### src/mbp_pkg.sv
// Shared types, constants and fixed-point helpers of the perceptron training unit.
`timescale 1ns / 1ps
package mbp_pkg;

    localparam int INPUT_COUNT   = 2;
    localparam int HIDDEN_COUNT  = 4;
    localparam int OUTPUT_COUNT  = 2;
    localparam int WEIGHT_BITS   = 16;
    localparam int FRACTION_BITS = 12;

    localparam int HID_IDX_BITS  = $clog2(HIDDEN_COUNT);
    localparam int OUT_IDX_BITS  = $clog2(OUTPUT_COUNT);
    localparam int HW_COUNT      = HIDDEN_COUNT * INPUT_COUNT;

    localparam int ACT_BITS      = FRACTION_BITS + 1;   // sigmoid value 0..ONE
    localparam int ERR_BITS      = FRACTION_BITS + 2;   // output error, signed
    localparam int NET_BITS      = 22;                  // neuron net before sigmoid
    localparam int MA_BITS       = 22;                  // shared multiplier, first operand
    localparam int MB_BITS       = 20;                  // shared multiplier, second operand
    localparam int ACC_BITS      = 44;
    localparam int SLOPE_BITS    = FRACTION_BITS - 1;
    localparam int LR_BITS       = 13;
    localparam int THR_BITS      = 16;
    localparam int EH_BITS       = 20;
    localparam int UPD_BITS      = 22;

    localparam int ONE_VAL       = 1 << FRACTION_BITS;
    localparam int SIG_SAT       = 5 * ONE_VAL;
    localparam int SIG_KNEE2     = (19 * ONE_VAL) / 8;
    localparam int SIG_OFS2      = (27 * ONE_VAL) / 32;
    localparam int SIG_OFS1      = (5 * ONE_VAL) / 8;
    localparam int SIG_OFS0      = ONE_VAL / 2;
    localparam int LR_RESET      = 3277;

    typedef enum logic [1:0] {
        CMD_LOAD  = 2'd0,
        CMD_INFER = 2'd1,
        CMD_TRAIN = 2'd2,
        CMD_NOP   = 2'd3
    } mbp_cmd_t;

    typedef enum logic [1:0] {
        REG_LEARNING_RATE = 2'd0,
        REG_THRESHOLD     = 2'd1
    } mbp_reg_t;

    typedef enum logic [4:0] {
        S_IDLE, S_LOAD, S_HID, S_OMAC, S_OSIG, S_EMAC, S_EH,
        S_HD, S_HL, S_HT, S_HW, S_OD, S_OL, S_OT, S_OU, S_ON, S_OW, S_FIN
    } mbp_state_t;

    typedef struct packed {
        logic en;
        logic clr;
    } mbp_mac_ctl_t;

    // piecewise-linear sigmoid, result in Q1.FRACTION_BITS (0..ONE)
    function automatic logic [ACT_BITS-1:0] sigmoid(input logic signed [NET_BITS-1:0] x);
        logic [NET_BITS-1:0] a;
        logic [ACT_BITS-1:0] y;
        a = x[NET_BITS-1] ? NET_BITS'(-x) : NET_BITS'(x);
        if (a >= NET_BITS'(SIG_SAT))
            y = ACT_BITS'(ONE_VAL);
        else if (a >= NET_BITS'(SIG_KNEE2))
            y = ACT_BITS'(a >> 5) + ACT_BITS'(SIG_OFS2);
        else if (a >= NET_BITS'(ONE_VAL))
            y = ACT_BITS'(a >> 3) + ACT_BITS'(SIG_OFS1);
        else
            y = ACT_BITS'(a >> 2) + ACT_BITS'(SIG_OFS0);
        return x[NET_BITS-1] ? ACT_BITS'(ONE_VAL) - y : y;
    endfunction

    // round to nearest, ties toward plus infinity
    function automatic logic signed [ACC_BITS-1:0] rnd(input logic signed [ACC_BITS-1:0] v);
        logic signed [ACC_BITS-1:0] t;
        t = v + ACC_BITS'(ONE_VAL / 2);
        return t >>> FRACTION_BITS;
    endfunction

    function automatic logic signed [WEIGHT_BITS-1:0] sat_w(
        input logic signed [UPD_BITS-1:0] v);
        logic signed [UPD_BITS-1:0] hi;
        logic signed [UPD_BITS-1:0] lo;
        hi = UPD_BITS'((1 << (WEIGHT_BITS - 1)) - 1);
        lo = -UPD_BITS'(1 << (WEIGHT_BITS - 1));
        if (v > hi)
            return WEIGHT_BITS'(hi);
        else if (v < lo)
            return WEIGHT_BITS'(lo);
        return WEIGHT_BITS'(v);
    endfunction

endpackage

### src/mbp_mac.sv
// Shared signed multiply-accumulate unit with registered accumulator.
`timescale 1ns / 1ps
module mbp_mac (
    input  logic                                   clk,
    input  logic                                   rst_n,
    input  mbp_pkg::mbp_mac_ctl_t                  ctl,
    input  logic signed [mbp_pkg::MA_BITS-1:0]     op_a,
    input  logic signed [mbp_pkg::MB_BITS-1:0]     op_b,
    output logic signed [mbp_pkg::ACC_BITS-1:0]    acc
);

    logic signed [mbp_pkg::MA_BITS+mbp_pkg::MB_BITS-1:0] prod;
    logic signed [mbp_pkg::ACC_BITS-1:0]                 acc_reg;
    logic signed [mbp_pkg::ACC_BITS-1:0]                 acc_next;

    assign prod = op_a * op_b;

    always_comb
    begin
        acc_next = acc_reg;
        if (ctl.en)
            acc_next = (ctl.clr ? '0 : acc_reg) + mbp_pkg::ACC_BITS'(prod);
    end

    always_ff @(posedge clk or negedge rst_n)
    begin
        if (!rst_n)
            acc_reg <= '0;
        else
            acc_reg <= acc_next;
    end

    assign acc = acc_reg;

endmodule

### src/mlp_backprop_train_step_unit.sv
// Top level of the 2-4-2 perceptron training unit: sequencer, weights, datapath.
`timescale 1ns / 1ps
// Usage:
//   Command channel: drive command and its fields with start high; the command
//   transfers at a rising edge where start is high and busy is low. busy then
//   stays high until the result has been shown.
//   Result channel: done is high for exactly one cycle with out_a/out_b valid;
//   the receiver cannot stall it, so sample it in that cycle. Load and the
//   unused command return zeros.
//   Config channel: cfg_valid/cfg_ready/cfg_index/cfg_data; cfg_ready is always
//   high. Index 0 is the learning rate (Q1.12), 1 the threshold (Q4.12).
//   Write only while busy is low.
// Timing: set by the one shared MAC unit and its sequencer. One command at a
//   time: a new command is taken only after the last one has finished.
// Reset: rst_n is asynchronous, active low; all weights clear to zero, the
//   learning rate returns to 0.8 and the threshold to zero.
module mlp_backprop_train_step_unit (
    input  logic                              clk,
    input  logic                              rst_n,
    input  logic                              start,
    output logic                              busy,
    input  logic [1:0]                        command,
    input  logic [3:0]                        weight_index,
    input  logic signed [15:0]                weight_value,
    input  logic                              in_a,
    input  logic                              in_b,
    input  logic                              target_a,
    input  logic                              target_b,
    output logic                              done,
    output logic [12:0]                       out_a,
    output logic [12:0]                       out_b,
    input  logic                              cfg_valid,
    output logic                              cfg_ready,
    input  logic [1:0]                        cfg_index,
    input  logic [15:0]                       cfg_data
);

    localparam int WB  = mbp_pkg::WEIGHT_BITS;
    localparam int HB  = mbp_pkg::HID_IDX_BITS;
    localparam int KB  = mbp_pkg::OUT_IDX_BITS;
    localparam int AB  = mbp_pkg::ACT_BITS;
    localparam int EB  = mbp_pkg::ERR_BITS;
    localparam int NB  = mbp_pkg::NET_BITS;
    localparam int MA  = mbp_pkg::MA_BITS;
    localparam int MB  = mbp_pkg::MB_BITS;
    localparam int CB  = mbp_pkg::ACC_BITS;
    localparam int SB  = mbp_pkg::SLOPE_BITS;
    localparam int UB  = mbp_pkg::UPD_BITS;
    localparam int FB  = mbp_pkg::FRACTION_BITS;

    // Sequencer state and loop counters
    mbp_pkg::mbp_state_t state_reg, state_next;
    logic [HB-1:0]       n_reg, n_next;
    logic [KB-1:0]       k_reg, k_next;

    // Latched command
    mbp_pkg::mbp_cmd_t   cmd_reg;
    logic [3:0]          idx_reg;
    logic signed [WB-1:0] val_reg;
    logic                x0_reg, x1_reg, t0_reg, t1_reg;

    // Configuration
    logic [mbp_pkg::LR_BITS-1:0]         lr_reg;
    logic signed [mbp_pkg::THR_BITS-1:0] thr_reg;

    // Weights: hidden ones split by input so each array is read at one address
    logic signed [WB-1:0] hw0_reg [mbp_pkg::HIDDEN_COUNT];
    logic signed [WB-1:0] hw1_reg [mbp_pkg::HIDDEN_COUNT];
    logic signed [WB-1:0] ow_reg  [mbp_pkg::HIDDEN_COUNT * mbp_pkg::OUTPUT_COUNT];

    // Per-sample working values
    logic [AB-1:0]                 h_reg  [mbp_pkg::HIDDEN_COUNT];
    logic [AB-1:0]                 o_reg  [mbp_pkg::OUTPUT_COUNT];
    logic signed [mbp_pkg::EH_BITS-1:0] eh_reg [mbp_pkg::HIDDEN_COUNT];
    logic [SB-1:0]                 d_reg;
    logic signed [MA-1:0]          u_reg;

    // MAC unit connection
    mbp_pkg::mbp_mac_ctl_t mac_ctl;
    logic signed [MA-1:0]  mac_a;
    logic signed [MB-1:0]  mac_b;
    logic signed [CB-1:0]  acc;
    logic signed [CB-1:0]  acc_rnd;

    logic                  accept;
    logic                  last_n, last_k;
    logic [HB+KB-1:0]      ow_sel;
    logic signed [EB-1:0]  eo_k;
    logic signed [NB-1:0]  hid_net;
    logic signed [NB-1:0]  out_net;
    logic signed [UB-1:0]  upd;
    logic                  tg_k;

    assign accept    = start && !busy;
    assign busy      = (state_reg != mbp_pkg::S_IDLE);
    assign cfg_ready = 1'b1;
    assign last_n    = (n_reg == HB'(mbp_pkg::HIDDEN_COUNT - 1));
    assign last_k    = (k_reg == KB'(mbp_pkg::OUTPUT_COUNT - 1));
    assign ow_sel    = {k_reg, n_reg};
    assign acc_rnd   = mbp_pkg::rnd(acc);
    assign upd       = UB'(acc_rnd);

    // Output error of output k: target*ONE - o
    assign tg_k = (k_reg == '0) ? t0_reg : t1_reg;
    assign eo_k = (tg_k ? EB'(mbp_pkg::ONE_VAL) : EB'(0)) - EB'(o_reg[k_reg]);

    // Hidden net: sum of active-input weights minus threshold
    assign hid_net = (x0_reg ? NB'(hw0_reg[n_reg]) : NB'(0))
                   + (x1_reg ? NB'(hw1_reg[n_reg]) : NB'(0))
                   - NB'(thr_reg);
    assign out_net = NB'(acc_rnd) - NB'(thr_reg);

    // Next state
    always_comb
    begin
        state_next = state_reg;
        n_next     = n_reg;
        k_next     = k_reg;
        unique case (state_reg)
            mbp_pkg::S_IDLE:
            begin
                n_next = '0;
                k_next = '0;
                if (accept)
                begin
                    unique case (mbp_pkg::mbp_cmd_t'(command))
                        mbp_pkg::CMD_LOAD:  state_next = mbp_pkg::S_LOAD;
                        mbp_pkg::CMD_INFER,
                        mbp_pkg::CMD_TRAIN: state_next = mbp_pkg::S_HID;
                        default:            state_next = mbp_pkg::S_FIN;
                    endcase
                end
            end
            mbp_pkg::S_LOAD: state_next = mbp_pkg::S_FIN;
            mbp_pkg::S_HID:
            begin
                n_next = n_reg + 1'b1;
                if (last_n)
                    state_next = mbp_pkg::S_OMAC;
            end
            mbp_pkg::S_OMAC:
            begin
                n_next = n_reg + 1'b1;
                if (last_n)
                    state_next = mbp_pkg::S_OSIG;
            end
            mbp_pkg::S_OSIG:
            begin
                k_next = k_reg + 1'b1;
                if (!last_k)
                    state_next = mbp_pkg::S_OMAC;
                else if (cmd_reg == mbp_pkg::CMD_TRAIN)
                    state_next = mbp_pkg::S_EMAC;
                else
                    state_next = mbp_pkg::S_FIN;
            end
            mbp_pkg::S_EMAC:
            begin
                k_next = k_reg + 1'b1;
                if (last_k)
                    state_next = mbp_pkg::S_EH;
            end
            mbp_pkg::S_EH:
            begin
                n_next     = n_reg + 1'b1;
                state_next = last_n ? mbp_pkg::S_HD : mbp_pkg::S_EMAC;
            end
            mbp_pkg::S_HD: state_next = mbp_pkg::S_HL;
            mbp_pkg::S_HL: state_next = mbp_pkg::S_HT;
            mbp_pkg::S_HT: state_next = mbp_pkg::S_HW;
            mbp_pkg::S_HW:
            begin
                n_next     = n_reg + 1'b1;
                state_next = last_n ? mbp_pkg::S_OD : mbp_pkg::S_HD;
            end
            mbp_pkg::S_OD: state_next = mbp_pkg::S_OL;
            mbp_pkg::S_OL: state_next = mbp_pkg::S_OT;
            mbp_pkg::S_OT: state_next = mbp_pkg::S_OU;
            mbp_pkg::S_OU: state_next = mbp_pkg::S_ON;
            mbp_pkg::S_ON: state_next = mbp_pkg::S_OW;
            mbp_pkg::S_OW:
            begin
                n_next = n_reg + 1'b1;
                if (!last_n)
                    state_next = mbp_pkg::S_ON;
                else
                begin
                    k_next     = k_reg + 1'b1;
                    state_next = last_k ? mbp_pkg::S_FIN : mbp_pkg::S_OD;
                end
            end
            mbp_pkg::S_FIN: state_next = mbp_pkg::S_IDLE;
            default:        state_next = mbp_pkg::S_IDLE;
        endcase
    end

    // MAC operand selection per step
    always_comb
    begin
        mac_ctl = '{en: 1'b0, clr: 1'b1};
        mac_a   = '0;
        mac_b   = '0;
        unique case (state_reg)
            mbp_pkg::S_OMAC:
            begin
                mac_ctl = '{en: 1'b1, clr: (n_reg == '0)};
                mac_a   = MA'(ow_reg[ow_sel]);
                mac_b   = MB'({1'b0, h_reg[n_reg]});
            end
            mbp_pkg::S_EMAC:
            begin
                mac_ctl = '{en: 1'b1, clr: (k_reg == '0)};
                mac_a   = MA'(ow_reg[ow_sel]);
                mac_b   = MB'(eo_k);
            end
            mbp_pkg::S_HD:
            begin
                mac_ctl = '{en: 1'b1, clr: 1'b1};
                mac_a   = MA'({1'b0, h_reg[n_reg]});
                mac_b   = MB'(AB'(mbp_pkg::ONE_VAL) - h_reg[n_reg]);
            end
            mbp_pkg::S_HL:
            begin
                mac_ctl = '{en: 1'b1, clr: 1'b1};
                mac_a   = MA'({1'b0, lr_reg});
                mac_b   = MB'(eh_reg[n_reg]);
            end
            mbp_pkg::S_HT,
            mbp_pkg::S_OT:
            begin
                mac_ctl = '{en: 1'b1, clr: 1'b1};
                mac_a   = MA'(acc_rnd);
                mac_b   = MB'({1'b0, d_reg});
            end
            mbp_pkg::S_OD:
            begin
                mac_ctl = '{en: 1'b1, clr: 1'b1};
                mac_a   = MA'({1'b0, o_reg[k_reg]});
                mac_b   = MB'(AB'(mbp_pkg::ONE_VAL) - o_reg[k_reg]);
            end
            mbp_pkg::S_OL:
            begin
                mac_ctl = '{en: 1'b1, clr: 1'b1};
                mac_a   = MA'({1'b0, lr_reg});
                mac_b   = MB'(eo_k);
            end
            mbp_pkg::S_ON:
            begin
                mac_ctl = '{en: 1'b1, clr: 1'b1};
                mac_a   = u_reg;
                mac_b   = MB'({1'b0, h_reg[n_reg]});
            end
            default:
            begin
                mac_ctl = '{en: 1'b0, clr: 1'b1};
            end
        endcase
    end

    mbp_mac u_mac (
        .clk   (clk),
        .rst_n (rst_n),
        .ctl   (mac_ctl),
        .op_a  (mac_a),
        .op_b  (mac_b),
        .acc   (acc)
    );

    // Control state and configuration
    always_ff @(posedge clk or negedge rst_n)
    begin
        if (!rst_n)
        begin
            state_reg <= mbp_pkg::S_IDLE;
            n_reg     <= '0;
            k_reg     <= '0;
            cmd_reg   <= mbp_pkg::CMD_NOP;
            lr_reg    <= mbp_pkg::LR_BITS'(mbp_pkg::LR_RESET);
            thr_reg   <= '0;
        end
        else
        begin
            state_reg <= state_next;
            n_reg     <= n_next;
            k_reg     <= k_next;
            if (accept)
                cmd_reg <= mbp_pkg::mbp_cmd_t'(command);
            if (cfg_valid && cfg_ready)
            begin
                unique case (mbp_pkg::mbp_reg_t'(cfg_index))
                    mbp_pkg::REG_LEARNING_RATE: lr_reg  <= cfg_data[mbp_pkg::LR_BITS-1:0];
                    mbp_pkg::REG_THRESHOLD:     thr_reg <= cfg_data;
                    default:                    ;
                endcase
            end
        end
    end

    // Weight store: clear at reset, load and update from the sequencer
    always_ff @(posedge clk or negedge rst_n)
    begin
        if (!rst_n)
        begin
            for (int i = 0; i < mbp_pkg::HIDDEN_COUNT; i++)
            begin
                hw0_reg[i] <= '0;
                hw1_reg[i] <= '0;
            end
            for (int i = 0; i < mbp_pkg::HIDDEN_COUNT * mbp_pkg::OUTPUT_COUNT; i++)
                ow_reg[i] <= '0;
        end
        else
        begin
            if (state_reg == mbp_pkg::S_LOAD)
            begin
                if (idx_reg < 4'(mbp_pkg::HW_COUNT))
                begin
                    if (idx_reg[0])
                        hw1_reg[idx_reg[HB:1]] <= val_reg;
                    else
                        hw0_reg[idx_reg[HB:1]] <= val_reg;
                end
                else
                    ow_reg[idx_reg[HB+KB-1:0]] <= val_reg;
            end
            if (state_reg == mbp_pkg::S_HW)
            begin
                if (x0_reg)
                    hw0_reg[n_reg] <= mbp_pkg::sat_w(UB'(hw0_reg[n_reg]) + upd);
                if (x1_reg)
                    hw1_reg[n_reg] <= mbp_pkg::sat_w(UB'(hw1_reg[n_reg]) + upd);
            end
            if (state_reg == mbp_pkg::S_OW)
                ow_reg[ow_sel] <= mbp_pkg::sat_w(UB'(ow_reg[ow_sel]) + upd);
        end
    end

    // Payload and working registers
    always_ff @(posedge clk)
    begin
        if (accept)
        begin
            idx_reg <= weight_index;
            val_reg <= weight_value;
            x0_reg  <= in_a;
            x1_reg  <= in_b;
            t0_reg  <= target_a;
            t1_reg  <= target_b;
        end
        if (state_reg == mbp_pkg::S_HID)
            h_reg[n_reg] <= mbp_pkg::sigmoid(hid_net);
        if (state_reg == mbp_pkg::S_OSIG)
            o_reg[k_reg] <= mbp_pkg::sigmoid(out_net);
        if (state_reg == mbp_pkg::S_EH)
            eh_reg[n_reg] <= mbp_pkg::EH_BITS'(acc_rnd);
        if (state_reg == mbp_pkg::S_HL || state_reg == mbp_pkg::S_OL)
            d_reg <= acc[FB+SB-1:FB];
        if (state_reg == mbp_pkg::S_OU)
            u_reg <= MA'(acc_rnd);
    end

    // Result: zero unless the command ran the forward pass
    assign done  = (state_reg == mbp_pkg::S_FIN);
    assign out_a = (cmd_reg == mbp_pkg::CMD_INFER || cmd_reg == mbp_pkg::CMD_TRAIN)
                   ? o_reg[0] : '0;
    assign out_b = (cmd_reg == mbp_pkg::CMD_INFER || cmd_reg == mbp_pkg::CMD_TRAIN)
                   ? o_reg[1] : '0;

`ifndef ASSERT_OFF
    a_accept_busy: assert property (@(posedge clk) disable iff (!rst_n)
        accept |=> busy)
        else $error("accepted command did not raise busy");

    a_done_single: assert property (@(posedge clk) disable iff (!rst_n)
        done |=> !done && !busy)
        else $error("result strobe not followed by idle");

    a_load_short: assert property (@(posedge clk) disable iff (!rst_n)
        (state_reg == mbp_pkg::S_LOAD) |=> done)
        else $error("load did not finish in the next cycle");

    a_train_only_updates: assert property (@(posedge clk) disable iff (!rst_n)
        (state_reg == mbp_pkg::S_HW || state_reg == mbp_pkg::S_OW)
        |-> cmd_reg == mbp_pkg::CMD_TRAIN)
        else $error("weight update outside a train command");
`endif

endmodule
### config.mk
export PLATFORM = sky130hd
export DESIGN_NAME = mlp_backprop_train_step_unit
export DESIGN_NICKNAME = d
export VERILOG_FILES = /design/src/mbp_pkg.sv /design/src/mbp_mac.sv /design/src/mlp_backprop_train_step_unit.sv
export SDC_FILE = /design/constraint.sdc
export NUM_CORES = 2
export LEC_CHECK = 0
export BUFFER_PORTS_ARGS = -buffer_cell sky130_fd_sc_hd__buf_2
export CAP_MARGIN = 10
export CORE_MARGIN = 1
export CORE_UTILIZATION = 30
export DETAILED_ROUTE_END_ITERATION = 7
export PLACE_DENSITY = 0.46
export SETUP_SLACK_MARGIN = 0.4
export SLEW_MARGIN = 20
export SYNTH_ARGS = -nofsm -noshare
export SYNTH_HDL_FRONTEND = slang
export SYNTH_SLANG_ARGS = --single-unit
### constraint.sdc
create_clock -name clk -period 35.5 [get_ports clk]
set_clock_uncertainty 0.05 [all_clocks]
set_input_delay 1.775 -clock clk [delete_from_list [all_inputs] [get_ports clk]]
set_output_delay 1.775 -clock clk [all_outputs]
set_load 0.05 [all_outputs]
After elaboration in Yosys (flattened, before gate mapping)
Memories as Yosys holds them, arrays and structs flattened.
Index checks and enable logic that the tools add are counted.
{"block": "op_classes", "n_addsub": 23, "n_mul": 1, "order_cmp": 21, "eq_ne": 28, "mux": 104, "bitwise": 5, "reduce_logical": 28}
{"operator": "two-way mux 64 bit", "count": 10}
{"operator": "two-way mux 128 bit", "count": 3}
{"operator": "two-way mux 16 bit", "count": 24}
{"operator": "bitwise mux 128 bit", "count": 2}
{"operator": "bitwise mux 64 bit", "count": 4}
{"operator": "two-way mux 13 bit", "count": 13}
{"operator": "case mux 22 bit (6 select lines)", "count": 1}
{"operator": "case mux 20 bit (6 select lines)", "count": 1}
{"operator": "demux 16 bit (select 3 bit)", "count": 2}
{"operator": "two-way mux 22 bit", "count": 4}
{"operator": "case mux 5 bit (17 select lines)", "count": 1}
{"operator": "adder 13 x 12 -> 13 bit (second input constant)", "count": 6}
{"operator": "adder 16 x 22 -> 22 bit", "count": 3}
{"operator": "greater-than comparator 22 x 16 -> 1 bit (second input constant)", "count": 3}
{"operator": "< comparator 22 x 16 -> 1 bit (second input constant)", "count": 3}
{"operator": "binary-select mux 16 bit (select 2 bit)", "count": 2}
{"operator": "demux 16 bit (select 2 bit)", "count": 2}
{"operator": "binary-select mux 16 bit (select 3 bit)", "count": 1}
{"operator": "adder 44 bit", "count": 1}
{"operator": "greater-or-equal comparator 22 x 13 -> 1 bit (second input constant)", "count": 2}
{"operator": "greater-or-equal comparator 22 x 14 -> 1 bit (second input constant)", "count": 2}
{"operator": "greater-or-equal comparator 22 x 15 -> 1 bit (second input constant)", "count": 2}
{"operator": "two-way mux 44 bit", "count": 1}
{"operator": "negation 22 bit", "count": 2}
{"operator": "other kinds (46)", "count": 115}
{"block": "totals", "register_bits": 396, "ram_bits": 158, "input_bits": 48, "out_inout_bits": 29, "mem_count": 3}
{"memory": "eh_reg", "words": 4, "word_bits": 20, "rd": 1, "rd_clocked_by_memory_dff": 0, "write_ports": 1, "line": "mlp_backprop_train_step_unit.sv:74", "source": "logic signed [mbp_pkg::EH_BITS-1:0] eh_reg [mbp_pkg::HIDDEN_COUNT];"}
{"memory": "h_reg", "words": 4, "word_bits": 13, "rd": 1, "rd_clocked_by_memory_dff": 0, "write_ports": 1, "line": "mlp_backprop_train_step_unit.sv:72", "source": "logic [AB-1:0] h_reg [mbp_pkg::HIDDEN_COUNT];"}
{"memory": "o_reg", "words": 2, "word_bits": 13, "rd": 3, "rd_clocked_by_memory_dff": 0, "write_ports": 1, "line": "mlp_backprop_train_step_unit.sv:73", "source": "logic [AB-1:0] o_reg [mbp_pkg::OUTPUT_COUNT];"}

Logic depth before layout (Yosys ltp)
{"block": "logic_depth", "word_depth": 16, "ltp_mapped": 50, "mapped_depth_nobuf": 46}

By module
From an unflattened synthesis, not the netlist that was laid out.
{"block": "unflattened", "cells_unflattened": 5678, "hier_area_um2": 53850.4}
{"mod": "mlp_backprop_train_step_unit", "instances": 1, "cells_per_inst": 3369, "area_per_inst_um2": 33179.3}
{"mod": "mbp_mac", "instances": 1, "cells_per_inst": 2309, "area_per_inst_um2": 20671.1}

Least setup slack after synthesis
No wires, ideal clock.
{"block": "synth_path", "kind": "flip-flop to flip-flop", "from": "register n_reg[0]", "to": "register u_mac.acc_reg, in the netlist u_mac.acc[32]", "setup_ns": 0.134, "arrival_ns": 11.173, "required_ns": 35.316, "slack_ns": 24.143, "path_stages_with_launch": 47, "n_path_buf": 7, "synth_period_minus_slack_ns": 11.357, "path_cell_list": "dfrtp_1 -> buf_2 -> buf_1 -> buf_1 -> buf_1 -> clkbuf_1 -> mux4_2 -> a222oi_1 -> o21ai_0 -> clkbuf_1 -> clkbuf_1 -> nand2_1 -> fa_1 -> inv_1 -> fa_1 -> inv_1 -> fa_1 -> inv_1 -> [11 not listed] -> o21a_1 -> nor2_1 -> xnor2_1 -> ha_1 -> a21o_1 -> a21oi_1 -> nor2b_1 -> a31oi_1 -> nand3_1 -> nand2_1 -> o21ai_0 -> o41ai_1 -> o21a_1 -> a21oi_1 -> or4_1 -> a31oi_1 -> xor2_1 -> o21ai_0"}
{"block": "synth_via", "elab_chain_cells": 7}
{"element": "start, declared", "line": "mlp_backprop_train_step_unit.sv:53", "source": "logic [HB-1:0] n_reg, n_next;"}
{"element": "start signal, assigned", "line": "mlp_backprop_train_step_unit.sv:284", "source": "n_reg <= n_next;"}
{"element": "branches (longest 6 deep; another with multiplier 22 x 20 -> 42 bit)"}
{"element": "adder 44 bit *", "line": "mbp_mac.sv:22", "source": "acc_next = (ctl.clr ? '0 : acc_reg) + mbp_pkg::ACC_BITS'(prod);"}
{"element": "end signal, assigned", "line": "mbp_mac.sv:30", "source": "acc_reg <= acc_next;"}
{"element": "end, declared", "line": "mbp_mac.sv:13", "source": "logic signed [mbp_pkg::ACC_BITS-1:0] acc_reg;"}
Mark *: on every way between the ends. The select of a mux whose other input is x is not followed.
A chain may end at the register's enable or synchronous reset.

Worst setup path in the final report
{"block": "layout_path", "from": "register n_reg[1]", "to": "register u_mac.acc_reg, in the netlist u_mac.acc[33]"}
The elaborated chain is that of the path after synthesis.

==> run metrics <==
Die Y=412 µm; wire length of the first global-routing pass=258000 µm; crit-path most repeated cell=sky130_fd_sc_hd__inv_1; total count of max-transition violations in the final report=0; final hold violations=0; later-pin clock latency in the skew report=0.72 ns; number of H-tree branching levels=2; via count=39700; placed instance area=53900 µm²; die outline area=170000 µm²; signed area change from the synthesized netlist to the final layout=10.8%; share of the yosys chip area belonging to registers=0.291; DRC viols=0; crit-path leading delay family=compound AO/OA/AOI/OAI gates; critical path data required time=35.95 ns; count of pins on the block boundary=77; number of flip-flops under the largest register name=128; CP Class=register to register; CP Launch Type=register; power share of the combinational group=0.424; number of buffers added by the clock tree synthesis step=61; initial detailed-routing violation count=3058; synthesized area divided by synthesized cell count=9.33 µm²; Root Buffer=sky130_fd_sc_hd__clkbuf_16; fraction of synthesis flops using an asynchronous set or reset pin=0.605; clock-pin slew on the worst setup and hold paths=0.07 ns; Post-synth EDFFs=215; max frequency=76.0 MHz; number of port buffers=75; highest cell delay on the worst timing path=0.82 ns; Yosys reg bits=544; via count of the first global-routing pass=40100; peak fanout along the critical path=44; Row Count=150; detailed-route wire length=170000 µm; TritonCTS clock tree=yes; number of buffers inserted by post-CTS setup repair=0; total standard cell area after synthesis=50500 µm²; starting density of the core=0.302; per-cell routed wire length=22.2 µm; Net Sw Power=1.01 mW; sequential group share of total power=0.320; outcome=finished clean; worst-margin pin slew=1.15 ns; cell at the slowest stage of the critical path=sky130_fd_sc_hd__dfrtp_4; grt total ovfl=0; most instantiated flip-flop cell in the synthesis netlist=sky130_fd_sc_hd__dfrtp_1; final instance area=55900 µm²; commonest cells after routing, fill and taps aside=sky130_fd_sc_hd__nand2_1, sky130_fd_sc_hd__inv_1, sky130_fd_sc_hd__nor2_1; antenna violations before repair=3; drt pass-1 iters=5; Arrival @ worst endpoint=13.61 ns; share of total power in the clock network=0.256; synthesized net count=6119; number of warnings reported in the yosys synthesis log=0; setup TNS=0 ns; largest net degree at the start of global routing=131; leakage power=23.8 nW; most frequent standard cell in the layout excluding fill and tap cells=sky130_fd_sc_hd__nand2_1; max-slew headroom at the worst pin=0.232; clock sink count=544; cell count of the worst hold path=2; hpwl dp=126000 µm; final setup violation count=0; global-route total usage across every layer=0.200; Placeable Area=167000 µm²; MaxCap Viol Count=0; buffering stage count on the worst path with inverters included=8; CTS hold repair buffers=0; power density cells=45.2 nW/µm²; number of nets at the end of the flow=6108; buffer depth of the longest clock path=3; number of resized instances in the post-cts repair step=0; switching fraction of total power=0.398; Hold Worst Slack=0.423 ns; part of the cycle the worst path needs=0.371; cell internal power dissipation=1.52 mW; IR Drop Worst-Case VDD=0.0693 mV; average via count per standard cell=5.19; unique cell type count in the Yosys netlist=111; unrepaired setup endpoints after global routing=false; final weighted congestion in routability-driven placement=0.875; share of cells above drive strength 1=0.129; CP endpoint kind=register; antenna-violating nets left=0; length in cells of the worst reg-to-reg path=43; Stages on worst setup path=43; die width=412 µm; class of the tightest hold or removal check=register to register; number of instances in the synthesized netlist=5411; time the worst path needs with I/O delays and setup=13.16 ns
-- cell usage after synthesis, types with 14 or more instances --
library cell | instances | share of area
sky130_fd_sc_hd__xor2_1 | 72 | 0.012
sky130_fd_sc_hd__nor3_1 | 77 | 0.0076
sky130_fd_sc_hd__mux2_2 | 175 | 0.039
sky130_fd_sc_hd__inv_1 | 628 | 0.047
sky130_fd_sc_hd__a211oi_1 | 67 | 0.010
sky130_fd_sc_hd__dfrtp_1 | 320 | 0.16
sky130_fd_sc_hd__nand2_1 | 636 | 0.047
sky130_fd_sc_hd__a21oi_1 | 264 | 0.026
sky130_fd_sc_hd__and3_1 | 39 | 0.0048
sky130_fd_sc_hd__mux4_2 | 62 | 0.028
sky130_fd_sc_hd__o2111ai_1 | 14 | 0.0024
sky130_fd_sc_hd__and2_1 | 75 | 0.0093
sky130_fd_sc_hd__a22oi_1 | 32 | 0.0048
sky130_fd_sc_hd__nand2b_1 | 82 | 0.010
sky130_fd_sc_hd__buf_2 | 14 | 0.0014
sky130_fd_sc_hd__buf_1 | 20 | 0.0015
sky130_fd_sc_hd__a221o_1 | 14 | 0.0028
sky130_fd_sc_hd__fa_1 | 394 | 0.16
sky130_fd_sc_hd__or3_1 | 34 | 0.0042
sky130_fd_sc_hd__nand3_1 | 74 | 0.0073
sky130_fd_sc_hd__nor4_1 | 27 | 0.0033
sky130_fd_sc_hd__nand4_1 | 24 | 0.0030
sky130_fd_sc_hd__clkbuf_1 | 225 | 0.017
sky130_fd_sc_hd__o22ai_1 | 55 | 0.0068
sky130_fd_sc_hd__nor2b_1 | 105 | 0.013
sky130_fd_sc_hd__o21ai_0 | 253 | 0.025
sky130_fd_sc_hd__ha_1 | 266 | 0.066
sky130_fd_sc_hd__or2_2 | 44 | 0.0055
sky130_fd_sc_hd__o21bai_1 | 26 | 0.0039
sky130_fd_sc_hd__a31oi_1 | 23 | 0.0029
sky130_fd_sc_hd__edfxtp_1 | 215 | 0.13
sky130_fd_sc_hd__o21a_1 | 26 | 0.0039
sky130_fd_sc_hd__o21ai_1 | 16 | 0.0016
sky130_fd_sc_hd__xnor2_1 | 179 | 0.031
sky130_fd_sc_hd__a21o_1 | 38 | 0.0057
sky130_fd_sc_hd__mux2i_1 | 41 | 0.0081
sky130_fd_sc_hd__a32oi_1 | 61 | 0.011
sky130_fd_sc_hd__a221oi_1 | 26 | 0.0045
sky130_fd_sc_hd__o211ai_1 | 18 | 0.0027
sky130_fd_sc_hd__nor2_1 | 438 | 0.033
-- power groups by stage --
| stage | Sequential, mW | Combinational (mW) | Clock (mW) |
|---|---|---|---|
| 2_1_floorplan | 0.803 | 0.811 | 0 |
| 3_3_place_gp | 0.820 | 1.05 | 0 |
| 3_5_place_dp | 0.821 | 1.06 | 0 |
| 4_1_cts | 0.809 | 1.07 | 0.664 |
| 5_1_grt | 0.815 | 1.21 | 0.686 |
| 6_report | 0.809 | 1.07 | 0.648 |
-- per-layer routing --
metal  wire (µm)  track usage  vias up
met5          45            0        -
met4        5320       0.0589        6
met3        8750       0.0254      202
met2       77700        0.321     1028
met1       78000        0.282    20000
li1            -            -    18500
-- cells by family after synthesis --
kind of cell    count (synthesis)  synth area share
buf+inv                       894            0.0674
compound gates               1068             0.140
xor+xnor                      256            0.0457
other cells                     1         0.0000743
mux                           278            0.0748
flops                         544             0.291
simple gates                 1710             0.158
fa+ha+maj                     660             0.222
-- worst paths after layout --
path	start	to	slack [ns]
setup / recovery	n_reg[1]	u_mac.acc[33]	22.34
hold / removal	u_mac.acc[3]	u_mac.acc[3]	0.42
setup reg to reg	n_reg[1]	u_mac.acc[33]	22.34
hold reg to reg	u_mac.acc[3]	u_mac.acc[3]	0.42
max in group asynchronous	rst_n	hw0_reg[8]	32.88
min in group asynchronous	rst_n	ow_reg[109]	1.03
-- tightest hold or removal path: cells and delay by family, from the launching register on --
| family | cells | cell delay [ns] |
|---|---|---|
| AOI/OAI and AO/OA | 1 | 0.06 |
| DFF | 1 | 0.34 |
| and+or+nand+nor | 1 | 0.04 |
-- area by class of cell --
cell class | instances | area [µm²]
antenna | 2 | 5.00
clock inverter | 42 | 377
fill | 17300 | 111000
clock buffer | 74 | 1650
timing repair buffer | 192 | 1280
sequential | 544 | 14700
inverter | 628 | 2360
tap | 2204 | 2760
multi-input combinational | 3973 | 32800
-- through the flow --
stage               utilization  power [mW]  setup slack, ns  instances
detailed placement        0.322        1.88            22.58       7540
floorplan                     -        1.61            24.14       5411
CTS                       0.335        2.54            22.48       7656
finish                    0.335        2.53            22.34       7659
global placement          0.322        1.87            22.66       7540
global route              0.335        2.71            21.53       7657
No activity file was read; power rests on OpenSTA's default activity.
